## config.mk

```make
export PLATFORM = sky130hd
export DESIGN_NAME = windowed_pulse_flow_meter
export DESIGN_NICKNAME = d
export VERILOG_FILES = /design/src/sv/wpfm_pkg.sv /design/src/sv/windowed_pulse_flow_meter.sv /design/src/sv/wpfm_front.sv /design/src/sv/wpfm_cmd_fifo.sv /design/src/sv/wpfm_div.sv /design/src/sv/wpfm_back.sv
export SDC_FILE = /design/constraint.sdc
export NUM_CORES = 2
export LEC_CHECK = 0
export ABC_CLOCK_PERIOD_IN_PS = 7610
export BUFFER_PORTS_ARGS = -buffer_cell sky130_fd_sc_hd__buf_2
export CAP_MARGIN = 40
export CORE_MARGIN = 4
export CORE_UTILIZATION = 55
export DETAILED_ROUTE_END_ITERATION = 8
export PLACE_DENSITY = 0.86
export SLEW_MARGIN = 10
export SYNTH_ARGS = -nofsm -noshare
export SYNTH_HDL_FRONTEND = slang
export SYNTH_SLANG_ARGS = --single-unit
```

## constraint.sdc

```tcl
create_clock -name aclk -period 7.61 [get_ports aclk]
set_clock_uncertainty 0.05 [all_clocks]
set_input_delay 0 -clock aclk [delete_from_list [all_inputs] [get_ports aclk]]
set_output_delay 0 -clock aclk [all_outputs]
set_load 0.1 [all_outputs]
```

## src/sv/wpfm_pkg.sv

```systemverilog
// ============================================================================
// wpfm_pkg: shared types and constants of the windowed pulse flow meter
// Operation codes, register indexes, field widths and the structs that
// travel between the front end, command queue, back end and divider.
// ============================================================================
`default_nettype none

package wpfm_pkg;

    // Field widths
    localparam int OP_W        = 2;
    localparam int CH_FIELD_W  = 2;
    localparam int FLOW_W      = 24;
    localparam int K_W         = 24;
    localparam int TIME_W      = 32;
    localparam int LIVE_W      = 4;    // holds a channel count up to 15
    localparam int IN_TDATA_W  = 8;
    localparam int OUT_TDATA_W = 32;
    localparam int OUT_PAD     = OUT_TDATA_W - FLOW_W - 1;

    // Configuration port
    localparam int CFG_IDX_W   = 2;
    localparam int CFG_DATA_W  = 24;
    localparam int ACT_W       = 2;
    localparam logic [ACT_W-1:0] ACT_RESET = 2'd3;
    localparam int K_REGS      = 3;

    localparam logic [CFG_IDX_W-1:0] CFG_ACTIVE = 2'd0;
    localparam logic [CFG_IDX_W-1:0] CFG_K0     = 2'd1;
    localparam logic [CFG_IDX_W-1:0] CFG_K1     = 2'd2;
    localparam logic [CFG_IDX_W-1:0] CFG_K2     = 2'd3;

    // Metering constants
    localparam int NUM_CHANNELS_DEF = 3;
    localparam logic [TIME_W-1:0] WINDOW_MS   = 32'd1000;
    localparam logic [15:0]       PULSE_SCALE = 16'd60000;  // ms per minute
    localparam int FRAC_SHIFT = 16;     // 16.8 result from 16.8 k

    // Divider widths
    localparam int P60_W = TIME_W + 16;
    localparam int NUM_W = P60_W + FRAC_SHIFT;
    localparam int DEN_W = TIME_W + K_W;
    localparam int QUO_W = FLOW_W;

    // Command queue
    localparam int QDEPTH = 2;

    typedef enum logic [OP_W-1:0] {
        OP_TICK  = 2'd0,
        OP_PULSE = 2'd1,
        OP_READ  = 2'd2,
        OP_CLEAR = 2'd3
    } op_t;

    typedef struct packed {
        op_t                   op;
        logic [CH_FIELD_W-1:0] channel;
        logic                  ok;
    } cmd_t;

    typedef struct packed {
        logic full;
        logic empty;
    } fifo_stat_t;

    typedef struct packed {
        logic             start;
        logic [NUM_W-1:0] num;
        logic [DEN_W-1:0] den;
    } div_req_t;

    typedef struct packed {
        logic             busy;
        logic             done;
        logic [QUO_W-1:0] quot;
    } div_rsp_t;

endpackage

`default_nettype wire

```

## src/sv/windowed_pulse_flow_meter.sv

```systemverilog
// ============================================================================
// windowed_pulse_flow_meter: pulse-frequency flow meter, 1 s windows
// Counts sensor pulses per channel and latches gallons per minute in
// 16.8 fixed point each time a channel's window closes.
// ============================================================================
//
// Usage:
//   s_ channel: one transaction per command (tick, pulse, read, clear).
//   m_ channel: exactly one result transaction per command, in order.
//   cfg channel: register writes, always ready; write only while idle.
// Path: pulse, read and clear pass the front register, the queue, the
//   sequencer's exec and out states and the output register. A tick also
//   scans each live channel and, for each channel whose window closes,
//   runs a multiply state, a start state and the 25-step serial divider.
//   A channel with zero k latches zero without the divider.
// Throughput: set by the back-end sequencer, which runs one command at a
//   time; the front register and a two-entry command queue keep accepting
//   meanwhile, and the output register holds a result while the next one
//   is worked on.
// Reset: aresetn is synchronous, active low; clears time, pulse counts,
//   windows, latched flows and sets active_channels to 3, k to zero.
// Stall: if m_tready stays low the result holds, the queue fills and
//   s_tready drops; nothing is lost.
// ============================================================================
`default_nettype none

module windowed_pulse_flow_meter #(
    parameter int NUM_CHANNELS = wpfm_pkg::NUM_CHANNELS_DEF
) (
    input  wire logic                             aclk,
    input  wire logic                             aresetn,
    // input commands
    input  wire logic                             s_tvalid,
    output logic                                  s_tready,
    input  wire logic [wpfm_pkg::IN_TDATA_W-1:0]  s_tdata,  // [1:0] op, [3:2] channel
    // results
    output logic                                  m_tvalid,
    input  wire logic                             m_tready,
    output logic [wpfm_pkg::OUT_TDATA_W-1:0]      m_tdata,  // [23:0] flow_rate, [24] channel_ok
    // configuration writes
    input  wire logic                             cfg_valid,
    output logic                                  cfg_ready,
    input  wire logic [wpfm_pkg::CFG_IDX_W-1:0]   cfg_index,
    input  wire logic [wpfm_pkg::CFG_DATA_W-1:0]  cfg_data
);
    import wpfm_pkg::*;

    logic [ACT_W-1:0]            active_reg;
    logic [K_REGS-1:0][K_W-1:0]  k_regs_reg;

    logic        push_valid;
    logic        push_ready;
    cmd_t        push_cmd;
    logic        pop_valid;
    logic        pop_ready;
    cmd_t        pop_cmd;
    fifo_stat_t  q_stat;
    div_req_t    div_req;
    div_rsp_t    div_rsp;

    // register file: always ready, one write per transaction
    assign cfg_ready = 1'b1;

    always_ff @(posedge aclk) begin
        if (!aresetn) begin
            active_reg <= ACT_RESET;
            k_regs_reg <= '0;
        end else if (cfg_valid && cfg_ready) begin
            unique case (cfg_index)
                CFG_ACTIVE: active_reg    <= cfg_data[ACT_W-1:0];
                CFG_K0:     k_regs_reg[0] <= cfg_data[K_W-1:0];
                CFG_K1:     k_regs_reg[1] <= cfg_data[K_W-1:0];
                CFG_K2:     k_regs_reg[2] <= cfg_data[K_W-1:0];
                default: ;
            endcase
        end
    end

    // front: accept and classify
    wpfm_front #(
        .NUM_CHANNELS (NUM_CHANNELS)
    ) u_front (
        .aclk       (aclk),
        .aresetn    (aresetn),
        .s_tvalid   (s_tvalid),
        .s_tready   (s_tready),
        .s_tdata    (s_tdata),
        .active     (active_reg),
        .push_valid (push_valid),
        .push_ready (push_ready),
        .push_cmd   (push_cmd)
    );

    // decoupling queue
    wpfm_cmd_fifo u_fifo (
        .aclk       (aclk),
        .aresetn    (aresetn),
        .push_valid (push_valid),
        .push_ready (push_ready),
        .push_cmd   (push_cmd),
        .pop_valid  (pop_valid),
        .pop_ready  (pop_ready),
        .pop_cmd    (pop_cmd),
        .stat       (q_stat)
    );

    // back: execute, close windows, drive results
    wpfm_back #(
        .NUM_CHANNELS (NUM_CHANNELS)
    ) u_back (
        .aclk      (aclk),
        .aresetn   (aresetn),
        .pop_valid (pop_valid),
        .pop_ready (pop_ready),
        .pop_cmd   (pop_cmd),
        .active    (active_reg),
        .k_regs    (k_regs_reg),
        .div_req   (div_req),
        .div_rsp   (div_rsp),
        .m_tvalid  (m_tvalid),
        .m_tready  (m_tready),
        .m_tdata   (m_tdata)
    );

    // shared serial divider
    wpfm_div u_div (
        .aclk    (aclk),
        .aresetn (aresetn),
        .req     (div_req),
        .rsp     (div_rsp)
    );

`ifndef SYNTHESIS
    // an inactive or out-of-range channel never reports flow
    a_ok_gates_flow: assert property (@(posedge aclk) disable iff (!aresetn)
        m_tvalid && !m_tdata[FLOW_W] |-> m_tdata[FLOW_W-1:0] == '0)
        else $error("flow reported without channel_ok");

    // the sequencer never restarts a running division
    a_div_start_idle: assert property (@(posedge aclk) disable iff (!aresetn)
        div_req.start |-> !div_rsp.busy)
        else $error("divider started while busy");

    // a division result follows a busy divider
    a_div_done_busy: assert property (@(posedge aclk) disable iff (!aresetn)
        div_rsp.done |-> $past(div_rsp.busy))
        else $error("divider done without running");

    // when the queue is full and the front holds a command, input stalls
    a_queue_backpressure: assert property (@(posedge aclk) disable iff (!aresetn)
        q_stat.full && push_valid |-> !s_tready)
        else $error("input accepted with queue and front full");
`endif

endmodule

`default_nettype wire

```

## src/sv/wpfm_front.sv

```systemverilog
// ============================================================================
// wpfm_front: input stage
// Accepts input transactions, decodes the op and checks the channel
// against the live channel count, then hands the command to the queue.
// ============================================================================
`default_nettype none

module wpfm_front #(
    parameter int NUM_CHANNELS = wpfm_pkg::NUM_CHANNELS_DEF
) (
    input  wire logic                           aclk,
    input  wire logic                           aresetn,
    input  wire logic                           s_tvalid,
    output logic                                s_tready,
    input  wire logic [wpfm_pkg::IN_TDATA_W-1:0] s_tdata,  // op, channel
    input  wire logic [wpfm_pkg::ACT_W-1:0]     active,
    output logic                                push_valid,
    input  wire logic                           push_ready,
    output wpfm_pkg::cmd_t                      push_cmd
);
    import wpfm_pkg::*;

    logic                  hold_valid_reg;
    cmd_t                  cmd_reg;
    logic [LIVE_W-1:0]     live;
    logic [CH_FIELD_W-1:0] ch;
    cmd_t                  cmd_next;

    assign live = (LIVE_W'(active) > LIVE_W'(NUM_CHANNELS)) ?
                  LIVE_W'(NUM_CHANNELS) : LIVE_W'(active);
    assign ch   = s_tdata[OP_W +: CH_FIELD_W];

    always_comb begin
        cmd_next.op      = op_t'(s_tdata[OP_W-1:0]);
        cmd_next.channel = ch;
        cmd_next.ok      = LIVE_W'(ch) < live;
    end

    assign s_tready   = !hold_valid_reg || push_ready;
    assign push_valid = hold_valid_reg;
    assign push_cmd   = cmd_reg;

    always_ff @(posedge aclk) begin
        if (!aresetn) begin
            hold_valid_reg <= 1'b0;
        end else if (s_tvalid && s_tready) begin
            hold_valid_reg <= 1'b1;
        end else if (push_ready) begin
            hold_valid_reg <= 1'b0;
        end
    end

    always_ff @(posedge aclk) begin
        if (s_tvalid && s_tready) begin
            cmd_reg <= cmd_next;
        end
    end

endmodule

`default_nettype wire

```

## src/sv/wpfm_cmd_fifo.sv

```systemverilog
// ============================================================================
// wpfm_cmd_fifo: command queue
// Short queue of decoded commands between the front end and the back end.
// ============================================================================
`default_nettype none

module wpfm_cmd_fifo (
    input  wire logic           aclk,
    input  wire logic           aresetn,
    input  wire logic           push_valid,
    output logic                push_ready,
    input  wire wpfm_pkg::cmd_t push_cmd,
    output logic                pop_valid,
    input  wire logic           pop_ready,
    output wpfm_pkg::cmd_t      pop_cmd,
    output wpfm_pkg::fifo_stat_t stat
);
    import wpfm_pkg::*;

    localparam int PTR_W = (QDEPTH > 1) ? $clog2(QDEPTH) : 1;
    localparam int CNT_W = $clog2(QDEPTH + 1);

    cmd_t             mem [QDEPTH];
    logic [PTR_W-1:0] wr_ptr_reg;
    logic [PTR_W-1:0] rd_ptr_reg;
    logic [CNT_W-1:0] count_reg;
    logic             push;
    logic             pop;

    assign stat.full  = count_reg == CNT_W'(QDEPTH);
    assign stat.empty = count_reg == '0;
    assign push_ready = !stat.full;
    assign pop_valid  = !stat.empty;
    assign pop_cmd    = mem[rd_ptr_reg];
    assign push       = push_valid && push_ready;
    assign pop        = pop_valid && pop_ready;

    always_ff @(posedge aclk) begin
        if (!aresetn) begin
            wr_ptr_reg <= '0;
            rd_ptr_reg <= '0;
            count_reg  <= '0;
        end else begin
            if (push) begin
                wr_ptr_reg <= (wr_ptr_reg == PTR_W'(QDEPTH - 1)) ? '0 : wr_ptr_reg + 1'b1;
            end
            if (pop) begin
                rd_ptr_reg <= (rd_ptr_reg == PTR_W'(QDEPTH - 1)) ? '0 : rd_ptr_reg + 1'b1;
            end
            if (push && !pop) begin
                count_reg <= count_reg + 1'b1;
            end else if (pop && !push) begin
                count_reg <= count_reg - 1'b1;
            end
        end
    end

    always_ff @(posedge aclk) begin
        if (push) begin
            mem[wr_ptr_reg] <= push_cmd;
        end
    end

endmodule

`default_nettype wire

```

## src/sv/wpfm_div.sv

```systemverilog
// ============================================================================
// wpfm_div: serial flow divider
// Restoring division, one quotient bit per cycle. The first step checks
// for overflow of the 24-bit quotient and saturates.
// ============================================================================
`default_nettype none

module wpfm_div (
    input  wire logic               aclk,
    input  wire logic               aresetn,
    input  wire wpfm_pkg::div_req_t req,
    output wpfm_pkg::div_rsp_t      rsp
);
    import wpfm_pkg::*;

    localparam int D_W   = DEN_W + QUO_W;
    localparam int CNT_W = $clog2(QUO_W + 1);

    logic             busy_reg;
    logic             done_reg;
    logic [CNT_W-1:0] cnt_reg;
    logic [NUM_W-1:0] rem_reg;
    logic [D_W-1:0]   dsr_reg;
    logic [QUO_W-1:0] quot_reg;
    logic             ge;

    // remainder against the shifted divisor
    assign ge = {{(D_W - NUM_W){1'b0}}, rem_reg} >= dsr_reg;

    always_ff @(posedge aclk) begin
        if (!aresetn) begin
            busy_reg <= 1'b0;
            done_reg <= 1'b0;
        end else begin
            done_reg <= 1'b0;
            if (req.start) begin
                busy_reg <= 1'b1;
            end else if (busy_reg) begin
                if ((ge && cnt_reg == CNT_W'(QUO_W)) || cnt_reg == '0) begin
                    busy_reg <= 1'b0;
                    done_reg <= 1'b1;
                end
            end
        end
    end

    always_ff @(posedge aclk) begin
        if (req.start) begin
            rem_reg  <= req.num;
            dsr_reg  <= {req.den, {QUO_W{1'b0}}};
            cnt_reg  <= CNT_W'(QUO_W);
            quot_reg <= '0;
        end else if (busy_reg) begin
            if (ge && cnt_reg == CNT_W'(QUO_W)) begin
                quot_reg <= '1;            // quotient overflows: saturate
            end else begin
                if (ge) begin
                    rem_reg <= rem_reg - dsr_reg[NUM_W-1:0];
                end
                quot_reg <= {quot_reg[QUO_W-2:0], ge};
                dsr_reg  <= dsr_reg >> 1;
                cnt_reg  <= cnt_reg - 1'b1;
            end
        end
    end

    assign rsp.busy = busy_reg;
    assign rsp.done = done_reg;
    assign rsp.quot = quot_reg;

endmodule

`default_nettype wire

```

## src/sv/wpfm_back.sv

```systemverilog
// ============================================================================
// wpfm_back: command execution
// Sequencer that runs queued commands against the channel state, closes
// windows on ticks through the shared divider and registers the result.
// ============================================================================
`default_nettype none

module wpfm_back #(
    parameter int NUM_CHANNELS = wpfm_pkg::NUM_CHANNELS_DEF
) (
    input  wire logic                             aclk,
    input  wire logic                             aresetn,
    input  wire logic                             pop_valid,
    output logic                                  pop_ready,
    input  wire wpfm_pkg::cmd_t                   pop_cmd,
    input  wire logic [wpfm_pkg::ACT_W-1:0]       active,
    input  wire logic [wpfm_pkg::K_REGS-1:0][wpfm_pkg::K_W-1:0] k_regs,
    output wpfm_pkg::div_req_t                    div_req,
    input  wire wpfm_pkg::div_rsp_t               div_rsp,
    output logic                                  m_tvalid,
    input  wire logic                             m_tready,
    output logic [wpfm_pkg::OUT_TDATA_W-1:0]      m_tdata
);
    import wpfm_pkg::*;

    localparam int CH_W  = (NUM_CHANNELS > 1) ? $clog2(NUM_CHANNELS) : 1;
    localparam int IDX_W = $clog2(NUM_CHANNELS + 1);

    typedef enum logic [6:0] {
        ST_IDLE  = 7'b0000001,
        ST_EXEC  = 7'b0000010,
        ST_SCAN  = 7'b0000100,
        ST_MUL   = 7'b0001000,
        ST_START = 7'b0010000,
        ST_DIV   = 7'b0100000,
        ST_OUT   = 7'b1000000
    } state_t;

    state_t              state_reg;
    state_t              state_next;
    cmd_t                cmd_reg;
    logic [IDX_W-1:0]    idx_reg;
    logic [TIME_W-1:0]   now_reg;
    logic [TIME_W-1:0]   pt_reg [NUM_CHANNELS];
    logic [TIME_W-1:0]   ws_reg [NUM_CHANNELS];
    logic [FLOW_W-1:0]   fv_reg [NUM_CHANNELS];
    logic [TIME_W-1:0]   p_reg;
    logic [TIME_W-1:0]   d_reg;
    logic [K_W-1:0]      k_op_reg;
    logic [P60_W-1:0]    p60_reg;
    logic [DEN_W-1:0]    dk_reg;
    logic [FLOW_W-1:0]   res_flow_reg;
    logic                res_ok_reg;
    logic                out_valid_reg;
    logic [OUT_TDATA_W-1:0] out_data_reg;

    logic [LIVE_W-1:0]   live;
    logic [CH_W-1:0]     sel;
    logic                in_range;
    logic [TIME_W-1:0]   dt;
    logic                win_done;
    logic [K_W-1:0]      k_sel;
    logic                out_free;

    assign live     = (LIVE_W'(active) > LIVE_W'(NUM_CHANNELS)) ?
                      LIVE_W'(NUM_CHANNELS) : LIVE_W'(active);
    assign sel      = idx_reg[CH_W-1:0];
    assign in_range = LIVE_W'(idx_reg) < live;
    assign dt       = now_reg - ws_reg[sel];
    assign win_done = dt >= WINDOW_MS;
    assign k_sel    = (LIVE_W'(idx_reg) < LIVE_W'(K_REGS)) ? k_regs[2'(idx_reg)] : '0;
    assign out_free = !out_valid_reg || m_tready;

    assign pop_ready     = state_reg == ST_IDLE;
    assign div_req.start = state_reg == ST_START;
    assign div_req.num   = {p60_reg, {FRAC_SHIFT{1'b0}}};
    assign div_req.den   = dk_reg;
    assign m_tvalid      = out_valid_reg;
    assign m_tdata       = out_data_reg;

    always_comb begin
        state_next = state_reg;
        unique case (state_reg)
            ST_IDLE:  if (pop_valid) state_next = ST_EXEC;
            ST_EXEC:  state_next = (cmd_reg.op == OP_TICK) ? ST_SCAN : ST_OUT;
            ST_SCAN: begin
                if (!in_range) begin
                    state_next = ST_OUT;
                end else if (win_done) begin
                    state_next = ST_MUL;
                end
            end
            ST_MUL:   state_next = (k_op_reg == '0) ? ST_SCAN : ST_START;
            ST_START: state_next = ST_DIV;
            ST_DIV:   if (div_rsp.done) state_next = ST_SCAN;
            ST_OUT:   if (out_free) state_next = ST_IDLE;
            default:  state_next = ST_IDLE;
        endcase
    end

    // control and channel state
    always_ff @(posedge aclk) begin
        if (!aresetn) begin
            state_reg <= ST_IDLE;
            now_reg   <= '0;
            for (int i = 0; i < NUM_CHANNELS; i++) begin
                pt_reg[i] <= '0;
                ws_reg[i] <= '0;
                fv_reg[i] <= '0;
            end
        end else begin
            state_reg <= state_next;
            unique case (state_reg)
                ST_EXEC: begin
                    unique case (cmd_reg.op)
                        OP_TICK:  now_reg <= now_reg + 1'b1;
                        OP_PULSE: if (cmd_reg.ok) pt_reg[sel] <= pt_reg[sel] + 1'b1;
                        OP_READ:  ;
                        OP_CLEAR: begin
                            for (int i = 0; i < NUM_CHANNELS; i++) begin
                                if (LIVE_W'(i) < live) pt_reg[i] <= '0;
                            end
                        end
                        default: ;
                    endcase
                end
                ST_SCAN: begin
                    if (in_range && win_done) begin
                        pt_reg[sel] <= '0;
                        ws_reg[sel] <= now_reg;
                    end
                end
                ST_MUL: if (k_op_reg == '0) fv_reg[sel] <= '0;
                ST_DIV: if (div_rsp.done) fv_reg[sel] <= div_rsp.quot;
                default: ;
            endcase
        end
    end

    // working registers
    always_ff @(posedge aclk) begin
        unique case (state_reg)
            ST_IDLE: begin
                if (pop_valid) begin
                    cmd_reg <= pop_cmd;
                    idx_reg <= (pop_cmd.op != OP_TICK && pop_cmd.ok) ?
                               IDX_W'(pop_cmd.channel) : '0;
                end
            end
            ST_EXEC: begin
                res_ok_reg   <= cmd_reg.ok;
                res_flow_reg <= (cmd_reg.op == OP_READ && cmd_reg.ok) ? fv_reg[sel] : '0;
            end
            ST_SCAN: begin
                if (in_range) begin
                    if (win_done) begin
                        p_reg    <= pt_reg[sel];
                        d_reg    <= dt;
                        k_op_reg <= k_sel;
                    end else begin
                        idx_reg <= idx_reg + 1'b1;
                    end
                end
            end
            ST_MUL: begin
                p60_reg <= P60_W'(p_reg) * P60_W'(PULSE_SCALE);
                dk_reg  <= DEN_W'(d_reg) * DEN_W'(k_op_reg);
                if (k_op_reg == '0) idx_reg <= idx_reg + 1'b1;
            end
            ST_DIV: if (div_rsp.done) idx_reg <= idx_reg + 1'b1;
            default: ;
        endcase
    end

    // output register
    always_ff @(posedge aclk) begin
        if (!aresetn) begin
            out_valid_reg <= 1'b0;
        end else if (state_reg == ST_OUT && out_free) begin
            out_valid_reg <= 1'b1;
        end else if (m_tready) begin
            out_valid_reg <= 1'b0;
        end
    end

    always_ff @(posedge aclk) begin
        if (state_reg == ST_OUT && out_free) begin
            out_data_reg <= {{OUT_PAD{1'b0}}, res_ok_reg, res_flow_reg};
        end
    end

endmodule

`default_nettype wire

```

==> results.md <==
* Status: complete, no violations
* Critical Path Start: u_back.k_op_reg[2]$_SDFFCE_PP0P_
* Detailed Route WL at 183 mm
* Root Buffer: clkbuf_16
* Worst R2R Path Depth at 27
* RSZ-0062 raised after global routing: true
* Cell count after synthesis at between 6,000 and 7,000
* Die H at 370 µm
* Placed cell count at 8,573
* First-pass GRT wire length at roughly 290 mm
* Mux share of post-synthesis cell area at between 3 and 4%
* Critical path capture point type: flip-flop
* Hold Crit Endpoint: u_front.push_valid$_SDFFE_PN0P_
* Core area at 130,000 µm²
* Setup ws final at about 0.13 ns
* Worst r2r dst: u_back.dk_reg[41]$_DFFE_PN_
* Adder-Cell Fraction of Synth Area at 29.1%
* Slew @ Worst Pin at ~0.9 ns
* Layout area overhead at 10.8%
* Avg Vias per Cell at 5.95
* Io pins at 74
* Sequential element share of the synthesized area at 35.1%
* Design Area, Final at about 80,000 µm²
* Residual DRC at 0
* First-pass iteration count of the detailed router at 7
* Reg area at between 20,000 and 30,000 µm²
* Worst-path maximum fanout at 7
* YS warnings at 0
* Synth unique cells at between 80 and 90
* Num rows at 132
* Final Cycle Share at 98.3%
* 1st-iter DRT viols at around 5,800
* Die area at roughly 140,000 µm²
* R2R setup slack at ~0.13 ns
* Leak Pwr at 35.6 nW
* Final GP Congestion at between 0.9 and 1
* Ys flop type: edfxtp_1
* Dpl ws at -0.0653 ns
* Clk buf depth at 3
* Multi-input gate area at ~42,000 µm²
* Share of cells above drive strength 1 at roughly a tenth
* Hold Path Depth at 4
* Final hold violation count at 0
* Post-synthesis simple-gate area fraction at 14.7%
* Via Count at approximately 53,000
* Commonest non-fill, non-tap cell in the layout: inv_1
* CTS tree: done
* XOR/XNOR Fraction of Synth Area at roughly 2.8%
* Min-delay src: s_tvalid
* Required time of the critical path at between 7 and 8 ns
* Initial core utilization at about 56%
* Slew margin rel. at a little under two fifths
* Critical Path AT at slightly below 8 ns
* Non-Filler Instances at between 8,000 and 9,000
* Worst r2r src: u_back.k_op_reg[2]$_SDFFCE_PP0P_
* I/O Buffers at 61
* Fillcell total at around 9,500
* Largest family of logic cells by synthesized area: adder cells
* Setup Viol. Count Final at 0
* Initial antenna violation count at 7
* Grt total ovfl at 0
* VDD IR max at roughly 0.30 mV
* Drt wl/cell at 20.7 µm
* F_max at 134 MHz
* Final worst path period need at between 7 and 8 ns
* Placed inst area at 75,500 µm²
* CTS Buf Count at 90
* Synth Register Bits at roughly 900
* Total number of clock tree sinks at a little over 900
* GRT Overall Usage at between 20% and 30%
* Power Dens Cells at 183 nW/µm²
* Die X at about 370 µm
* Max_cap viols at 0
* H-tree depth at 3
* Netlist Area Pre-Place at 72,100 µm²
* Startpoint Class: flip-flop
* Vias in the first global route at 55,045
* Worst hold-check path type: primary input to flip-flop
* Commonest non-fill, non-tap cells in the layout: inv_1, nand2_1, fa_1, edfxtp_1, and2_1
* Synth async-reset ratio at 0%
* Largest net degree at the start of global routing at a little under 100
* Synth Area per Inst at roughly 10 µm²
* Clock latency on the worst-skew pair at about 0.7 ns
* Compound-Gate Fraction of Synth Area at 7.84%
* Post-DRT Antenna Nets at 0
* Reg clk slew, reported paths at ~0.060 ns
* Slew Limit Fails at 0
* Layout Nets at ~8,200
* HPWL after DPL at approximately 130 mm
* Post-synth EDFFs at around 710
* CP Class: flip-flop to flip-flop
## metrics by stage
stage | TNS (ns) | power, mW | utilization (%) | hold slack [ns]
5_1_grt | -0.445 | 15.2 | 61.5 | 0.0993
4_1_cts | 0 | 14.4 | 60.9 | 0.0258
2_1_floorplan | -8.08 | 8.53 | - | 0.0489
6_report | 0 | 14.6 | 61.5 | 0.0854
3_3_place_gp | 0 | 9.61 | 58.0 | 0.127
3_5_place_dp | -0.0653 | 9.74 | 58.2 | 0.128
## cell usage after synthesis, types with 120 or more instances
master | n | share of area, %
a21oi_1 | 319 | 2.2
nor2_1 | 382 | 2.0
fa_1 | 801 | 22
and3_1 | 216 | 1.9
xnor2_1 | 120 | 1.5
ha_1 | 397 | 6.9
o21ai_0 | 201 | 1.4
and2_1 | 430 | 3.7
dfxtp_1 | 193 | 5.4
inv_1 | 1015 | 5.3
edfxtp_1 | 713 | 30
nand2_1 | 798 | 4.2
clkbuf_1 | 298 | 1.6
## repair_timing
action,in CTS,in global routing
buffers inserted,0,41
gates cloned,0,5
hold buffers,41,0
endpoints found under the setup margin,7,12
pin swaps,2,77
endpoints found under the hold margin,90,0
resized for setup,7,84
## layer usage
metal,GRT usage (%),up-vias,wire length [µm]
met5,0,-,29
met1,34.0,25989,67200
met3,4.47,685,17100
met2,44.7,2925,88800
li1,-,22903,-
met4,12.6,4,9670
## cell families (layout without fill, tap and decap cells)
logic type      count (synthesis)  after routing
flops                         906            906
buf+inv                      1356           1551
xor+xnor                      232            232
mux                           124            124
other cells                     2             11
fa+ha+maj                    1198           1198
compound gates                900            900
simple gates                 2167           2167
## how the worst max path moves through the flow
stage	slack, ns	to	cells after the start
finish	0.13	u_back.dk_reg[41]$_DFFE_PN_	27
global route	-0.09	u_back.dk_reg[45]$_DFFE_PN_	27
CTS	0.005	u_back.dk_reg[54]$_DFFE_PN_	25
detailed placement	-0.07	u_back.dk_reg[54]$_DFFE_PN_	25
global placement	0.05	u_back.dk_reg[54]$_DFFE_PN_	27
floorplan	-0.08	u_back.ws_reg[0][0]$_SDFFCE_PN0P_	19
## critical path: stages (launching register included)
cell,delay [ns]
edfxtp_1,0.43
buf_12,0.17
clkbuf_4,0.19
and2_1,0.16
fa_1,0.47
inv_1,0.06
fa_1,0.52
fa_1,0.56
inv_1,0.06
fa_1,0.50
inv_1,0.06
fa_2,0.61
fa_1,0.45
fa_1,0.52
inv_1,0.06
ha_1,0.31
buf_4,0.17
a21oi_1,0.13
o21ai_1,0.11
a31oi_1,0.19
and3_1,0.19
nand2_2,0.12
a21boi_2,0.24
o21ai_0,0.18
a31oi_1,0.33
inv_1,0.07
a21oi_1,0.20
xnor2_1,0.08
## power by group
part	total [mW]	switching, mW	internal, mW
registers	5.77	0.144	5.62
logic	4.18	2.58	1.60
clock network	4.69	2.01	2.67
## final cells by class
class                           count  area share (%)
Sequential cell                   906            31.6
Clock buffer                      123            3.21
Clock inverter                     44           0.697
Tap cell                         1742            2.73
Antenna cell                        3         0.00940
Timing Repair Buffer              367            4.26
Inverter                         1017            4.78
Multi-Input combinational cell   4629            52.7
Note: power is estimated with default switching activity, not from simulation.
